### src/rtl/sld_pkg.sv
package sld_pkg;

  localparam int BUFFER_BYTES = 64;
  localparam int PTR_W = $clog2(BUFFER_BYTES);
  localparam int CNT_W = $clog2(BUFFER_BYTES + 1);

  localparam int BYTE_W = 8;
  localparam int IDX_W = 6;
  localparam int KIND_W = 3;
  localparam int TICK_W = 16;
  localparam int CFG_IDX_W = 4;
  localparam int CFG_DATA_W = 16;

  // Frame layout.
  localparam int LEN_LO_POS = 3;
  localparam int LEN_HI_POS = 4;
  localparam int CSUM_POS = 5;
  localparam int MIN_HDR = 5;
  localparam int HDR_EXTRA = 6;

  localparam logic [TICK_W-1:0] IDLE_TIMEOUT_RST = 16'd250;
  localparam logic [BYTE_W-1:0] SYNC_VALUE_RST = 8'hA5;

  // Configuration register indexes.
  localparam logic [CFG_IDX_W-1:0] REG_IDLE_TIMEOUT = 4'd0;
  localparam logic [CFG_IDX_W-1:0] REG_SYNC_VALUE = 4'd1;

  // Result kinds.
  localparam logic [KIND_W-1:0] KIND_BYTE = 3'd0;
  localparam logic [KIND_W-1:0] KIND_OVERFLOW = 3'd1;
  localparam logic [KIND_W-1:0] KIND_LENGTH = 3'd2;
  localparam logic [KIND_W-1:0] KIND_CHECKSUM = 3'd3;
  localparam logic [KIND_W-1:0] KIND_STALE = 3'd4;

  localparam logic OP_BYTE = 1'b0;
  localparam logic OP_TICK = 1'b1;

  typedef struct packed {
    logic              op;
    logic [BYTE_W-1:0] rx_byte;
  } in_word_t;

  typedef struct packed {
    logic [KIND_W-1:0] kind;
    logic [BYTE_W-1:0] frame_byte;
    logic [IDX_W-1:0]  byte_index;
    logic              last;
  } out_word_t;

  typedef enum logic [1:0] {
    RD_FRONT,
    RD_LEN_LO,
    RD_LEN_HI,
    RD_IDX
  } rd_sel_t;

  typedef struct packed {
    logic              idle_tick;
    logic              idle_clr;
    logic              store_clr;
    logic              push;
    logic              pop_one;
    logic              pop_total;
    logic              rd_en;
    rd_sel_t           rd_sel;
    logic              lat_len_lo;
    logic              lat_total;
    logic              idx_clr;
    logic              idx_inc;
    logic              sum_clr;
    logic              sum_acc;
    logic              ev_set;
    logic [KIND_W-1:0] ev_kind;
    logic              out_load_ev;
    logic              out_load_byte;
  } cmd_t;

  typedef struct packed {
    logic op;
    logic full;
    logic empty;
    logic stale_hit;
    logic front_sync;
    logic short_hdr;
    logic total_big;
    logic total_short;
    logic idx_last;
    logic sum_ok;
    logic out_free;
  } status_t;

endpackage

### src/rtl/sld_datapath.sv
module sld_datapath (
  input  logic                                clk,
  input  logic                                rst_n,
  input  sld_pkg::cmd_t                       cmd,
  output sld_pkg::status_t                    status,
  input  sld_pkg::in_word_t                   in_data,
  input  logic                                cfg_valid,
  input  logic [sld_pkg::CFG_IDX_W-1:0]       cfg_index,
  input  logic [sld_pkg::CFG_DATA_W-1:0]      cfg_data,
  output logic                                out_valid,
  input  logic                                out_ready,
  output sld_pkg::out_word_t                  out_data
);
  import sld_pkg::*;

  logic [BYTE_W-1:0] store_r [BUFFER_BYTES];
  logic [BYTE_W-1:0] rd_data_r;

  logic [PTR_W-1:0]  head_r, head_nxt;
  logic [CNT_W-1:0]  count_r, count_nxt;
  logic [TICK_W-1:0] idle_r, idle_inc;
  logic [TICK_W-1:0] timeout_r;
  logic [BYTE_W-1:0] sync_r;
  logic [BYTE_W-1:0] len_lo_r;
  logic [CNT_W-1:0]  total_r;
  logic [CNT_W-1:0]  idx_r;
  logic [BYTE_W-1:0] sum_r;
  logic [BYTE_W-1:0] csum_r;
  logic [KIND_W-1:0] ev_kind_r;
  logic              out_valid_r;
  out_word_t         out_data_r;

  logic [PTR_W-1:0]  wr_addr, rd_addr;
  logic [CNT_W-1:0]  rd_off;
  logic [16:0]       total_wide;
  logic              out_free;

  // Circular index: ptr below the depth, off at most the depth.
  function automatic logic [PTR_W-1:0] wrap_add(input logic [PTR_W-1:0] ptr,
                                                 input logic [CNT_W-1:0] off);
    logic [CNT_W:0] s;
    s = (CNT_W + 1)'(ptr) + (CNT_W + 1)'(off);
    if (s >= (CNT_W + 1)'(BUFFER_BYTES)) begin
      s = s - (CNT_W + 1)'(BUFFER_BYTES);
    end
    return s[PTR_W-1:0];
  endfunction

  always_comb begin
    case (cmd.rd_sel)
      RD_FRONT:  rd_off = '0;
      RD_LEN_LO: rd_off = CNT_W'(LEN_LO_POS);
      RD_LEN_HI: rd_off = CNT_W'(LEN_HI_POS);
      RD_IDX:    rd_off = idx_r;
      default:   rd_off = idx_r;
    endcase
  end

  assign wr_addr = wrap_add(head_r, count_r);
  assign rd_addr = wrap_add(head_r, rd_off);

  always_ff @(posedge clk) begin
    if (cmd.push) begin
      store_r[wr_addr] <= in_data.rx_byte;
    end
    if (cmd.rd_en) begin
      rd_data_r <= store_r[rd_addr];
    end
  end

  assign idle_inc = (idle_r == '1) ? idle_r : idle_r + TICK_W'(1);
  assign total_wide = {rd_data_r, len_lo_r} + 17'(HDR_EXTRA);
  assign out_free = !out_valid_r || out_ready;

  always_comb begin
    head_nxt = head_r;
    count_nxt = count_r;
    if (cmd.store_clr) begin
      count_nxt = '0;
    end else if (cmd.push) begin
      count_nxt = count_r + CNT_W'(1);
    end else if (cmd.pop_one) begin
      head_nxt = wrap_add(head_r, CNT_W'(1));
      count_nxt = count_r - CNT_W'(1);
    end else if (cmd.pop_total) begin
      head_nxt = wrap_add(head_r, total_r);
      count_nxt = count_r - total_r;
    end
  end

  always_ff @(posedge clk) begin
    if (!rst_n) begin
      head_r <= '0;
      count_r <= '0;
      idle_r <= '0;
      timeout_r <= IDLE_TIMEOUT_RST;
      sync_r <= SYNC_VALUE_RST;
      out_valid_r <= 1'b0;
    end else begin
      head_r <= head_nxt;
      count_r <= count_nxt;
      if (cmd.idle_clr) begin
        idle_r <= '0;
      end else if (cmd.idle_tick) begin
        idle_r <= idle_inc;
      end
      if (cfg_valid) begin
        case (cfg_index)
          REG_IDLE_TIMEOUT: timeout_r <= cfg_data;
          REG_SYNC_VALUE:   sync_r <= cfg_data[BYTE_W-1:0];
          default:          ;
        endcase
      end
      if (cmd.out_load_ev || cmd.out_load_byte) begin
        out_valid_r <= 1'b1;
      end else if (out_ready) begin
        out_valid_r <= 1'b0;
      end
    end
  end

  always_ff @(posedge clk) begin
    if (cmd.lat_len_lo) begin
      len_lo_r <= rd_data_r;
    end
    if (cmd.lat_total) begin
      total_r <= CNT_W'(total_wide);
    end
    if (cmd.idx_clr) begin
      idx_r <= '0;
    end else if (cmd.idx_inc) begin
      idx_r <= idx_r + CNT_W'(1);
    end
    if (cmd.sum_clr) begin
      sum_r <= '0;
    end else if (cmd.sum_acc) begin
      if (idx_r == CNT_W'(CSUM_POS)) begin
        csum_r <= rd_data_r;
      end else begin
        sum_r <= sum_r + rd_data_r;
      end
    end
    if (cmd.ev_set) begin
      ev_kind_r <= cmd.ev_kind;
    end
    if (cmd.out_load_ev) begin
      out_data_r <= '{kind: ev_kind_r, frame_byte: '0, byte_index: '0, last: 1'b1};
    end else if (cmd.out_load_byte) begin
      out_data_r <= '{kind: KIND_BYTE, frame_byte: rd_data_r,
                      byte_index: IDX_W'(idx_r), last: status.idx_last};
    end
  end

  always_comb begin
    status.op = in_data.op;
    status.full = (count_r >= CNT_W'(BUFFER_BYTES));
    status.empty = (count_r == '0);
    status.stale_hit = (count_r != '0) && (idle_inc > timeout_r);
    status.front_sync = (rd_data_r == sync_r);
    status.short_hdr = (count_r < CNT_W'(MIN_HDR));
    status.total_big = (total_wide > 17'(BUFFER_BYTES));
    status.total_short = (17'(count_r) < total_wide);
    status.idx_last = ((idx_r + CNT_W'(1)) == total_r);
    status.sum_ok = (~sum_r == csum_r);
    status.out_free = out_free;
  end

  assign out_valid = out_valid_r;
  assign out_data = out_data_r;

endmodule

### src/rtl/sld_ctrl.sv
module sld_ctrl (
  input  logic             clk,
  input  logic             rst_n,
  input  logic             in_valid,
  output logic             in_ready,
  input  sld_pkg::status_t status,
  output sld_pkg::cmd_t    cmd
);
  import sld_pkg::*;

  typedef enum logic [10:0] {
    S_IDLE    = 11'b000_0000_0001,
    S_EVENT   = 11'b000_0000_0010,
    S_SCAN_RD = 11'b000_0000_0100,
    S_SCAN_CK = 11'b000_0000_1000,
    S_LEN_LO  = 11'b000_0001_0000,
    S_LEN_HI  = 11'b000_0010_0000,
    S_SUM_RD  = 11'b000_0100_0000,
    S_SUM_ACC = 11'b000_1000_0000,
    S_SUM_CK  = 11'b001_0000_0000,
    S_EMIT_RD = 11'b010_0000_0000,
    S_EMIT_WR = 11'b100_0000_0000
  } state_t;

  state_t state_r, state_nxt;

  assign in_ready = (state_r == S_IDLE);

  always_comb begin
    cmd = '0;
    cmd.rd_sel = RD_IDX;
    state_nxt = state_r;
    case (state_r)
      S_IDLE: begin
        if (in_valid) begin
          if (status.op == OP_TICK) begin
            cmd.idle_tick = 1'b1;
            if (status.stale_hit) begin
              cmd.store_clr = 1'b1;
              cmd.ev_set = 1'b1;
              cmd.ev_kind = KIND_STALE;
              state_nxt = S_EVENT;
            end
          end else begin
            cmd.idle_clr = 1'b1;
            if (status.full) begin
              cmd.store_clr = 1'b1;
              cmd.ev_set = 1'b1;
              cmd.ev_kind = KIND_OVERFLOW;
              state_nxt = S_EVENT;
            end else begin
              cmd.push = 1'b1;
              state_nxt = S_SCAN_RD;
            end
          end
        end
      end
      S_EVENT: begin
        if (status.out_free) begin
          cmd.out_load_ev = 1'b1;
          state_nxt = S_IDLE;
        end
      end
      S_SCAN_RD: begin
        if (status.empty) begin
          state_nxt = S_IDLE;
        end else begin
          cmd.rd_en = 1'b1;
          cmd.rd_sel = RD_FRONT;
          state_nxt = S_SCAN_CK;
        end
      end
      S_SCAN_CK: begin
        if (!status.front_sync) begin
          cmd.pop_one = 1'b1;
          state_nxt = S_SCAN_RD;
        end else if (status.short_hdr) begin
          state_nxt = S_IDLE;
        end else begin
          cmd.rd_en = 1'b1;
          cmd.rd_sel = RD_LEN_LO;
          state_nxt = S_LEN_LO;
        end
      end
      S_LEN_LO: begin
        cmd.lat_len_lo = 1'b1;
        cmd.rd_en = 1'b1;
        cmd.rd_sel = RD_LEN_HI;
        state_nxt = S_LEN_HI;
      end
      S_LEN_HI: begin
        if (status.total_big) begin
          cmd.pop_one = 1'b1;
          cmd.ev_set = 1'b1;
          cmd.ev_kind = KIND_LENGTH;
          state_nxt = S_EVENT;
        end else if (status.total_short) begin
          state_nxt = S_IDLE;
        end else begin
          cmd.lat_total = 1'b1;
          cmd.idx_clr = 1'b1;
          cmd.sum_clr = 1'b1;
          state_nxt = S_SUM_RD;
        end
      end
      S_SUM_RD: begin
        cmd.rd_en = 1'b1;
        state_nxt = S_SUM_ACC;
      end
      S_SUM_ACC: begin
        cmd.sum_acc = 1'b1;
        if (status.idx_last) begin
          state_nxt = S_SUM_CK;
        end else begin
          cmd.idx_inc = 1'b1;
          state_nxt = S_SUM_RD;
        end
      end
      S_SUM_CK: begin
        if (!status.sum_ok) begin
          cmd.pop_one = 1'b1;
          cmd.ev_set = 1'b1;
          cmd.ev_kind = KIND_CHECKSUM;
          state_nxt = S_EVENT;
        end else begin
          cmd.idx_clr = 1'b1;
          state_nxt = S_EMIT_RD;
        end
      end
      S_EMIT_RD: begin
        cmd.rd_en = 1'b1;
        state_nxt = S_EMIT_WR;
      end
      S_EMIT_WR: begin
        if (status.out_free) begin
          cmd.out_load_byte = 1'b1;
          if (status.idx_last) begin
            cmd.pop_total = 1'b1;
            state_nxt = S_IDLE;
          end else begin
            cmd.idx_inc = 1'b1;
            state_nxt = S_EMIT_RD;
          end
        end
      end
      default: begin
        state_nxt = S_IDLE;
      end
    endcase
  end

  always_ff @(posedge clk) begin
    if (!rst_n) begin
      state_r <= S_IDLE;
    end else begin
      state_r <= state_nxt;
    end
  end

endmodule

### src/rtl/sync_length_checksum_deframer.sv
// Sequence: a tick is handled in the idle state; a stale drop then waits in S_EVENT for the
// output. A byte is pushed into the store, then the scan drops leading non-sync bytes until
// the store is empty or a sync byte leads; with a complete header the length is fetched,
// and a complete frame then gets a checksum pass and an emission pass over its bytes, the
// emission waiting on the output, all through the single store read port.
// Throughput: one word at a time, taken whenever the controller is idle; reset (synchronous,
// active low) empties the store, clears the idle count and output, and restores the timeout
// to 250 ticks and the sync value to 0xA5; store contents are kept.
module sync_length_checksum_deframer (
  input  logic                           clk,
  input  logic                           rst_n,
  input  logic                           in_valid,
  output logic                           in_ready,
  input  sld_pkg::in_word_t              in_data,
  output logic                           out_valid,
  input  logic                           out_ready,
  output sld_pkg::out_word_t             out_data,
  input  logic                           cfg_valid,
  output logic                           cfg_ready,
  input  logic [sld_pkg::CFG_IDX_W-1:0]  cfg_index,
  input  logic [sld_pkg::CFG_DATA_W-1:0] cfg_data
);
  import sld_pkg::*;

  // The controller sequences the work on each accepted word; the datapath owns the
  // circular byte store, the counters, the configuration registers and the output word.
  cmd_t    cmd;
  status_t status;

  // Configuration writes are taken in any cycle; an index past the list is ignored.
  assign cfg_ready = 1'b1;

  sld_ctrl u_ctrl (
    .clk      (clk),
    .rst_n    (rst_n),
    .in_valid (in_valid),
    .in_ready (in_ready),
    .status   (status),
    .cmd      (cmd)
  );

  // The store is a ring addressed from the head pointer, so dropping leading bytes
  // or a whole frame only moves the head and shortens the fill count.
  sld_datapath u_datapath (
    .clk       (clk),
    .rst_n     (rst_n),
    .cmd       (cmd),
    .status    (status),
    .in_data   (in_data),
    .cfg_valid (cfg_valid),
    .cfg_index (cfg_index),
    .cfg_data  (cfg_data),
    .out_valid (out_valid),
    .out_ready (out_ready),
    .out_data  (out_data)
  );

endmodule

### config.mk
export PLATFORM = sky130hd
export DESIGN_NAME = sync_length_checksum_deframer
export DESIGN_NICKNAME = d
export VERILOG_FILES = /design/src/rtl/sld_pkg.sv /design/src/rtl/sld_datapath.sv /design/src/rtl/sld_ctrl.sv /design/src/rtl/sync_length_checksum_deframer.sv
export SDC_FILE = /design/constraint.sdc
export NUM_CORES = 1
export LEC_CHECK = 0
export BUFFER_PORTS_ARGS = -buffer_cell sky130_fd_sc_hd__buf_2
export CAP_MARGIN = 5
export CORE_MARGIN = 5
export CORE_UTILIZATION = 50
export CTS_CLUSTER_DIAMETER = 200
export DETAILED_ROUTE_END_ITERATION = 8
export PLACE_DENSITY = 0.63
export RECOVER_POWER = 100
export SYNTH_ARGS = -nofsm -noshare
export SYNTH_HDL_FRONTEND = slang
export SYNTH_HIERARCHICAL = 1
export SYNTH_SLANG_ARGS = --single-unit
### constraint.sdc
create_clock -name clk -period 6.4 [get_ports clk]
set_input_delay 0.32 -clock clk [delete_from_list [all_inputs] [get_ports clk]]
set_output_delay 0.32 -clock clk [all_outputs]
set_load 0.01 [all_outputs]
## Word level (Yosys, flattened, before mapping)

Memory sizes are Yosys's and may differ from the RTL's. A register that Yosys moved wholly into a read port is not among the register bits.
Cells that the tools add are included.

| cells by class | value |
|---|---|
| add/subtract/negate cells | 15 |
| $mul | 0 |
| div/mod/pow operators | 0 |
| order comparisons | 9 |
| equality and inequality tests | 24 |
| shift-type cells | 0 |
| mux-type cells | 76 |
| bitwise gates (word level) | 6 |
| reductions and logical operators | 21 |

Operators by type and width:

| cell | count |
|---|---|
| one-hot mux 11 bit (11 select lines) | 1 |
| 2-to-1 mux 11 bit | 5 |
| 2-to-1 mux 18 bit | 2 |
| 2-to-1 mux 4 bit | 9 |
| 2-to-1 mux 6 bit | 6 |
| 2-to-1 mux 7 bit | 5 |
| 2-to-1 mux 1 bit | 29 |
| one-hot mux 7 bit (4 select lines) | 1 |
| adder 6 x 7 -> 8 bit | 3 |
| greater-or-equal comparator 8 x 7 -> 1 bit, second input constant | 3 |
| subtractor 6 x 1 -> 6 bit, second input constant | 4 |
| 2-to-1 mux 10 bit | 2 |
| adder 16 x 3 -> 17 bit, second input constant | 1 |
| greater-than comparator 17 x 7 -> 1 bit, second input constant | 1 |
| less-than comparator 7 x 17 -> 1 bit | 1 |
| adder 16 x 1 -> 16 bit, second input constant | 1 |
| == test 16 bit, second input constant | 1 |
| == test 8 bit | 2 |
| greater-than comparator 16 bit | 1 |
| 2-to-1 mux 16 bit | 1 |
| adder 7 x 1 -> 7 bit, second input constant | 2 |
| greater-or-equal comparator 7 bit, second input constant | 2 |
| 2-to-1 mux 3 bit | 4 |
| one-hot mux 4 bit (3 select lines) | 1 |
| 46 further kinds | 63 |

| storage, ports and cells | value |
|---|---|
| register bits | 124 |
| bits in latches | 0 |
| memory bits (writable) | 512 |
| bits in read-only memories | 0 |
| input bits | 34 |
| output and inout bits | 21 |
| logic and storage cells | 169 |
| memories | 1 |

Memory list:

| memory | depth | width | read ports | clocked after memory_dff | write ports | RTL line | source |
|---|---|---|---|---|---|---|---|
| u_datapath.store_r | 64 | 8 | 1 | 1 | 1 | sld_datapath.sv:16 | `logic [BYTE_W-1:0] store_r [BUFFER_BYTES];` |

## Depth between registers and ports, before layout

Gate-level depths: netlist (run 1).

| logic depth | value |
|---|---|
| word-level depth | 10 |
| mapped depth | 25 |
| mapped depth without buffers | 25 |

## Modules after synthesis

Netlist (run 1), hierarchy kept.

By module, submodules not included:

| module | times used | cells an instance | area an instance (sq um) | sequential area each (sq um) |
|---|---|---|---|---|
| sld_datapath | 1 | 1647 | 27013.4 | 18167.4 |
| sld_ctrl | 1 | 124 | 903.4 | 220.2 |
| sync_length_checksum_deframer | 1 | 2 | 11.3 | 0.0 |

## Worst setup path after synthesis (run 1)

No wires, ideal clock.

| timing path | value |
|---|---|
| kind | reg2reg |
| from | register u_ctrl.state_r[2] |
| to | register u_datapath.rd_data_r[0], read port of u_datapath.store_r (data pin) |
| setup time | 276 ps |
| arrival | 4465 ps |
| data required time | 6124 ps |
| slack | 1660 ps |
| cell stages (with the launch flop) | 18 |
| path buffers | 4 |
| period minus slack after synthesis | 4740 ps |
| path through | dfxtp_1 -> clkbuf_1 -> nor4_2 -> and2_1 -> nand2_1 -> nor3b_1 -> a21oi_1 -> a21boi_0 -> ha_1 -> fa_1 -> buf_2 -> buf_2 -> clkbuf_1 -> mux4_2 -> mux2i_1 -> mux2i_1 -> mux2i_1 -> mux2i_1 |

RTL lines:

| item | RTL line | source |
|---|---|---|
| from (decl) | sld_ctrl.sv:25 | `state_t state_r, state_nxt;` |
| from (signal assigned) | sld_ctrl.sv:156 | `state_r <= state_nxt;` |
| to (decl) | sld_datapath.sv:17 | `logic [BYTE_W-1:0] rd_data_r;` |

==> flow_metrics.py, run 1 <==
metrics = {
    "sta": {
        "setup_viol": 0,
        "hold_viol": 0,
        "fin_tns_setup_ns": 0,
        "maxSlewViolCount": 505,
        "relSlewSlack_pct": -113,
        "fin_crit_ns": 5.81,
        "rsz0062_at_grt": "false",
        "worst_pin_slew_ns": 3.19,
        "min_period_over_period_pct": 90.9,
        "finalClockSkew_ns": 0.0216,
        "fmax_ghz": 0.172,
        "timing.final.ws_setup_ns": 0.585,
    },
    "status": {
        "violations": "capacitance limit, slew limit",
        "status": "finished, violations left",
    },
    "cts": {
        "cts.path.max_buffers": 3,
        "cts_made_buffers": 71,
        "post_cts_buffers": 0,
        "clk_pin_slew_ns": 0.06,
        "cts_tree": "done",
        "cts-htree-levels": 3,
        "clk_latency_ns": 0.61,
        "cts.sinks": 644,
        "cts-root-buf": "clkbuf_16",
        "cts.repair.resized": 0,
        "cts_hold_buf": 16,
    },
    "placement": {
        "dp_cells": 2530,
        "place.gp.congestion": 0.868,
        "pre_cts_ws_ns": 0.827,
        "place_hpwl_um": 39900,
        "dpl_cell_area_sq_mm": 0.0291,
        "io_buffers": 53,
    },
    "drt": {
        "route.detailed.drc": 0,
        "vias_per_cell": 5.78,
        "firstDrtPassIters": 5,
        "drt-total-wl_um": 63400,
        "vias": 15400,
        "routedWlPerCell_um": 23.7,
        "drt-initial-drc-count": 1127,
        "postRouteAntennaNets": 0,
    },
    "floorplan": {
        "core_sq_mm": 0.0552,
        "die-area_sq_mm": 0.0607,
        "row_count": 86,
        "initial_utilization_pct": 50.6,
        "ios": 55,
        "die_y_um": 246,
        "die_w_um": 246,
    },
    "synth": {
        "syn_area_per_cell_sq_um": 15.8,
        "synthFlopType": "edfxtp_1",
        "syn_area_sq_mm": 0.0279,
        "synth_fa_ha_area_share_pct": 2.82,
        "synth_nets": 1867,
        "synth_compound_area_share_pct": 3.39,
        "synth_commonest_cells": "edfxtp_1, nor2_1, mux2i_1",
        "post_synth_main_area_contributors": "edfxtp_1, mux4_2, dfxtp_1, mux2i_1, ha_1",
        "synthCells": 1773,
        "synth-xor-area-share_pct": 2.94,
        "synth_edf_count": 549,
        "ys_seq_area_share_pct": 65.8,
        "synth.most_common_cell": "edfxtp_1",
        "synthMuxAreaShare_pct": 15.5,
        "yosysUniqueCellTypes": 73,
        "ys_warn_count": 6,
        "yosysTopAreaCell": "edfxtp_1",
        "synth-simple-area-share_pct": 7.43,
        "synth_top_area_share_pct": 59.0,
        "synth_top_family_by_area": "multiplexers",
        "synthArstFlopShare_pct": 0,
        "ys_ff_latch": 644,
    },
    "final_layout": {
        "drive_above_1_share_pct": 16.0,
        "fin_area_sq_mm": 0.0314,
        "final_nets": 1965,
        "area_delta_synth_final_pct": 12.4,
        "diodes": 0,
        "stdcell_count": 2674,
    },
    "worst_setup_path": {
        "cp.buffers_inverters": 2,
        "critPathCaptureType": "flop",
        "cp_max_fo": 21,
        "critical_path_class": "flop to flop",
        "critical-path-top-delay-family": "simple AND/OR/NAND/NOR gates",
        "critPathRequiredTime_ns": 6.76,
        "max_stage_delay_ns": 1.02,
        "critPathLaunchType": "flop",
        "r2r_slack_ns": 0.59,
        "slowest_stage": "fa_4",
        "cp.arrival_ns": 6.17,
        "cp_cell_sequence": "nor4_1 > and2_0 > nand2_1 > nor3b_1 > clkbuf_1 > a21oi_1 > a21boi_0 > ha_4 > fa_4 > buf_4 > mux4_2 > mux4_2 > mux2i_1 > nand2_1 > o31a_1",
    },
    "pwr": {
        "p_comb_share_pct": 5.0,
        "p_sw_mw": 1.94,
        "p_per_area_mw_per_mm2": 285,
        "seqPwrFrac_pct": 51.5,
        "switching_share_pct": 21.7,
        "p_clk_share_pct": 43.4,
        "ir_drop_mv": 0.228,
        "leakagePower_nw": 10.4,
        "power_mw": 8.95,
        "power.internal_mw": 7.01,
    },
    "global_routing": {
        "track_usage_pct": 21.1,
        "grt_pass1_wl_um": 96500,
        "grt_pass1_vias": 15600,
        "antenna_found_initial": 0,
        "grt_overflow": 0,
        "grt_max_degree": 65,
    },
    "flow_run": {
        "cap_viol_max_count": 10,
    },
    "min_path": {
        "hold_path.class": "input port to flop",
    },
}
-- per-stage QoR --
stage | hold slack [ns] | utilization [%]
2_1_floorplan | 0.419 | -
3_3_place_gp | 0.458 | 52.8
3_5_place_dp | 0.465 | 52.8
4_1_cts | 0.0647 | 57.1
5_1_grt | 0.0979 | 56.9
6_report | 0.0969 | 56.9
-- routing by layer --
metal  global-route usage (%)  wire, um  vias up
met2                     33.9     30300      440
met1                     29.4     27700     7890
met3                     4.70      3780      104
met5                        0         0        -
met4                     5.86      1640        0
li1                         -         -     7013
-- worst register-to-register path: cells and delay by family (launching register included) --
| family | cells | cell delay [ns] |
|---|---|---|
| AND/OR/NAND/NOR | 5 | 1.36 |
| adder cells (fa/ha/maj) | 2 | 1.26 |
| multiplexers | 3 | 1.05 |
| buffers and inverters | 2 | 0.88 |
| AO/OA/AOI/OAI | 3 | 0.63 |
| flip-flops | 1 | 0.39 |
-- flip-flops by register name (all words and copies together) (netlist names), 11 cells and up --
name,flops
u_datapath/store_r,512
u_datapath/out_data,18
u_datapath/idle_r,16
u_datapath/timeout_r,16
u_ctrl/state_r,11
-- kinds of logic after synthesis --
kind of cell    after synthesis
flops                       644
mux                         269
fa+ha+maj                    60
buf+inv                     132
xor+xnor                     93
compound gates              145
other cells                   1
simple gates                429
-- power by group through the flow --
stage | logic, mW | clock network [mW] | registers [mW]
4_1_cts | 0.465 | 4.00 | 4.61
2_1_floorplan | 0.281 | 0 | 4.69
3_3_place_gp | 0.446 | 0 | 4.69
5_1_grt | 0.496 | 4.17 | 4.62
6_report | 0.452 | 3.89 | 4.61
3_5_place_dp | 0.455 | 0 | 4.70
-- worst paths after layout --
path | endpoint | startpoint | cells past startpoint
setup / recovery | u_datapath/rd_data_r[6]$_DFFE_PP_ | u_ctrl/state_r[0]$_SDFFE_PN1P_ | 15
hold reg to reg | u_datapath/timeout_r[14]$_SDFFE_PN0P_ | u_datapath/timeout_r[14]$_SDFFE_PN0P_ | 2
hold / removal | u_datapath/out_valid$_SDFFE_PN0P_ | out_ready | 3
setup reg to reg | u_datapath/rd_data_r[6]$_DFFE_PP_ | u_ctrl/state_r[0]$_SDFFE_PN1P_ | 15
-- placed cells by master, fill, tap and decap left out, types with 17 or more instances in the layout --
cell / synthesis / final
edfxtp_1: 549 / 549
nor2_1: 167 / 167
mux2i_1: 136 / 136
mux4_2: 130 / 130
dfxtp_1: 95 / 95
nand2_1: 93 / 93
clkbuf_16: 0 / 73
clkbuf_1: 44 / 54
ha_1: 55 / 54
inv_1: 53 / 53
xnor2_1: 47 / 46
xor2_1: 45 / 44
a21oi_1: 42 / 42
nand3_1: 31 / 32
buf_2: 21 / 30
o21ai_0: 26 / 26
nor2b_1: 19 / 19
nand4_1: 17 / 17
-- final cells by class --
cell class,instances,area (sq um)
fill,4287,23800
tap,748,936
timing repair buffer,104,652
sequential,644,18400
multi-input combinational,997,8990
clock buffer,96,1970
clock inverter,32,270
inverter,53,199
No activity file was read; power rests on OpenSTA's default activity.
==> inputs of run 2 (changes only) <==
Settings changed: CORE_UTILIZATION 50 to 40, CTS_CLUSTER_SIZE set to 16, PLACE_DENSITY 0.63 to 0.52.
==> run 2 against run 1 <==
Compared with the run above:
- the flow still finishes with violations (capacitance limit, slew limit)
- via count fell by 2.2%
- worst hold slack improved by 0.042 ns
- clock skew barely moved
- die area rose by 24%
- clock-buffer cell count fell by 33
- routed wire length rose by 4.3%
- global-route usage fell by 3.5 points
- non-clock buffer count rose by 7
- fmax fell by 2.0%
- final area fell by 2.1%
- clock power fell by 29%
- sequential cell count did not move
- critical path type unchanged
==> flow_metrics.py, run 2 (synthesized netlist as in run 1, its figures left out) <==
metrics = {
    "status": {
        "status": "finished, violations left",
        "violations": "capacitance limit, slew limit",
    },
    "pwr": {
        "p_clk_share_pct": 35.2,
        "p_sw_mw": 1.73,
        "seqPwrFrac_pct": 58.8,
        "power.internal_mw": 6.10,
        "switching_share_pct": 22.1,
        "p_comb_share_pct": 5.9,
        "ir_drop_mv": 0.241,
        "p_per_area_mw_per_mm2": 255,
        "leakagePower_nw": 9.95,
    },
    "global_routing": {
        "grt_pass1_wl_um": 99600,
        "grt_pass1_vias": 15400,
        "antenna_found_initial": 0,
        "grt_overflow": 0,
        "grt_max_degree": 65,
        "track_usage_pct": 17.5,
    },
    "worst_setup_path": {
        "r2r_slack_ns": 0.47,
        "startpoint": "u_ctrl/state_r[0]$_SDFFE_PN1P_",
        "max_stage_delay_ns": 1.33,
        "reg2regPathDepth": 15,
        "slowest_stage": "fa_2",
        "critPathRequiredTime_ns": 6.75,
        "cp_common_cell": "buf_4",
        "critPathLaunchType": "flop",
        "reg2reg_to": "u_datapath/rd_data_r[6]$_DFFE_PP_",
        "cp_cell_sequence": "nor4_1 > and2_0 > nand2_1 > nor3b_1 > buf_4 > a21oi_1 > a21boi_0 > ha_4 > fa_2 > buf_4 > clkbuf_1 > mux4_2 > mux2_2 > o211a_1 > o31a_1",
        "cp.arrival_ns": 6.28,
        "cp_max_fo": 35,
        "r2r_start": "u_ctrl/state_r[0]$_SDFFE_PN1P_",
        "critical_path_class": "flop to flop",
        "crit_end": "u_datapath/rd_data_r[6]$_DFFE_PP_",
        "critPathCaptureType": "flop",
    },
    "min_path": {
        "hold_path.class": "input port to flop",
        "min_from": "out_ready",
    },
    "cts": {
        "cts_hold_buf": 16,
        "cts.repair.resized": 0,
        "cts.path.max_buffers": 3,
        "clk_latency_ns": 0.61,
        "cts-root-buf": "clkbuf_16",
        "cts-htree-levels": 2,
        "clk_pin_slew_ns": 0.08,
        "cts_made_buffers": 46,
        "cts_tree": "done",
        "post_cts_buffers": 0,
        "cts.sinks": 644,
    },
    "placement": {
        "io_buffers": 53,
        "place_hpwl_um": 42400,
        "dp_cells": 2720,
        "place.gp.congestion": 0.793,
    },
    "final_layout": {
        "area_delta_synth_final_pct": 10.1,
        "stdcell_count": 2802,
        "num-fill-cells": 6100,
        "fin_util_pct": 44.6,
        "largest-register": "u_datapath/store_r",
        "diodes": 0,
        "drive_above_1_share_pct": 13.9,
        "final_common_cell": "edfxtp_1",
        "final_nets": 1947,
        "layout_common_cells": "edfxtp_1, nor2_1, mux2i_1",
        "largest_reg_flops": 512,
        "multi_input_area_sq_mm": 0.00898,
        "seq_area_sq_mm": 0.0184,
    },
    "sta": {
        "worst_pin_slew_ns": 3.20,
        "finalClockSkew_ns": 0.0216,
        "maxSlewViolCount": 522,
        "setup_viol": 0,
        "fmax_ghz": 0.169,
        "fin_crit_ns": 5.93,
        "relSlewSlack_pct": -113,
        "fin_tns_setup_ns": 0,
        "rsz0062_at_grt": "false",
        "hold_viol": 0,
        "min_period_over_period_pct": 92.7,
    },
    "flow_run": {
        "cap_viol_max_count": 9,
    },
    "floorplan": {
        "core_sq_mm": 0.0689,
        "ios": 55,
        "row_count": 96,
        "die_y_um": 274,
        "die_w_um": 274,
        "initial_utilization_pct": 40.5,
        "die-area_sq_mm": 0.0752,
    },
    "drt": {
        "route.detailed.drc": 0,
        "vias_per_cell": 5.39,
        "firstDrtPassIters": 5,
        "vias": 15100,
        "drt-initial-drc-count": 993,
        "routedWlPerCell_um": 23.6,
        "drt-total-wl_um": 66100,
        "postRouteAntennaNets": 0,
    },
}
==> run 2: cell types whose count changed in the layout (fill, tap and decap cells not counted), sizes merged <==
cell | previous run | this run
buf | 49 | 56
clkinv | 26 | 1
clkinvlp | 2 | 0
clkbuf | 135 | 102
bufinv | 2 | 0
==> run 2: power by group through the flow <==
| stage | combinational (mW) | sequential, mW | clock, mW |
|---|---|---|---|
| 3_3_place_gp | 0.469 | 4.69 | 0 |
| 6_report | 0.465 | 4.61 | 2.76 |
| 4_1_cts | 0.483 | 4.60 | 2.86 |
| 5_1_grt | 0.512 | 4.61 | 3.02 |
| 3_5_place_dp | 0.474 | 4.69 | 0 |
| 2_1_floorplan | 0.281 | 4.69 | 0 |
==> run 2: worst min path at each step <==
stage	to	slack, ns	cells past startpoint
final	u_datapath/out_valid$_SDFFE_PN0P_	0.14	3
after global routing	u_datapath/out_valid$_SDFFE_PN0P_	0.14	3
after CTS	u_ctrl/state_r[10]$_SDFFE_PN0P_	0.10	4
after detailed placement	u_datapath/timeout_r[11]$_SDFFE_PN0P_	0.46	2
after global placement	u_datapath/timeout_r[2]$_SDFFE_PN0P_	0.46	2
after floorplan	u_datapath/store_r[0][0]$_DFFE_PP_	0.42	0
==> run 2: per-layer routing <==
metal  track usage [%]  up-vias  wire, um
met1              25.2     7806     30600
met5                 0        -         0
met4              3.88        0      1160
met2              29.0      296     31700
met3              2.18       77      2680
li1                  -     6921         -
==> run 2: area by class of cell <==
type | count | area share (%)
clock inverter | 3 | 0.147
timing repair buffer | 111 | 2.35
tap | 931 | 3.79
clock buffer | 63 | 4.02
multi-input combinational | 997 | 29.2
sequential | 644 | 59.8
inverter | 53 | 0.647
==> run 2: worst max-delay path, delay by kind of cell (launching register included) <==
kind                     cells  cell delay (ns)
adder cells (fa/ha/maj)      2             1.54
multiplexers                 2             0.62
flip-flops                   1             0.39
buffers and inverters        3             0.84
AO/OA/AOI/OAI                4             0.79
AND/OR/NAND/NOR              4             1.43
==> run 2: stage by stage <==
| stage | power [mW] | worst slack, ns | cell area [sq um] | hold slack [ns] |
|---|---|---|---|---|
| floorplan | 4.97 | 1.66 | 27900 | 0.419 |
| global placement | 5.16 | 0.832 | 29400 | 0.458 |
| detailed placement | 5.17 | 0.839 | 29400 | 0.461 |
| CTS | 7.94 | 0.801 | 30900 | 0.102 |
| global route | 8.14 | 0.243 | 30700 | 0.145 |
| finish | 7.83 | 0.469 | 30700 | 0.138 |
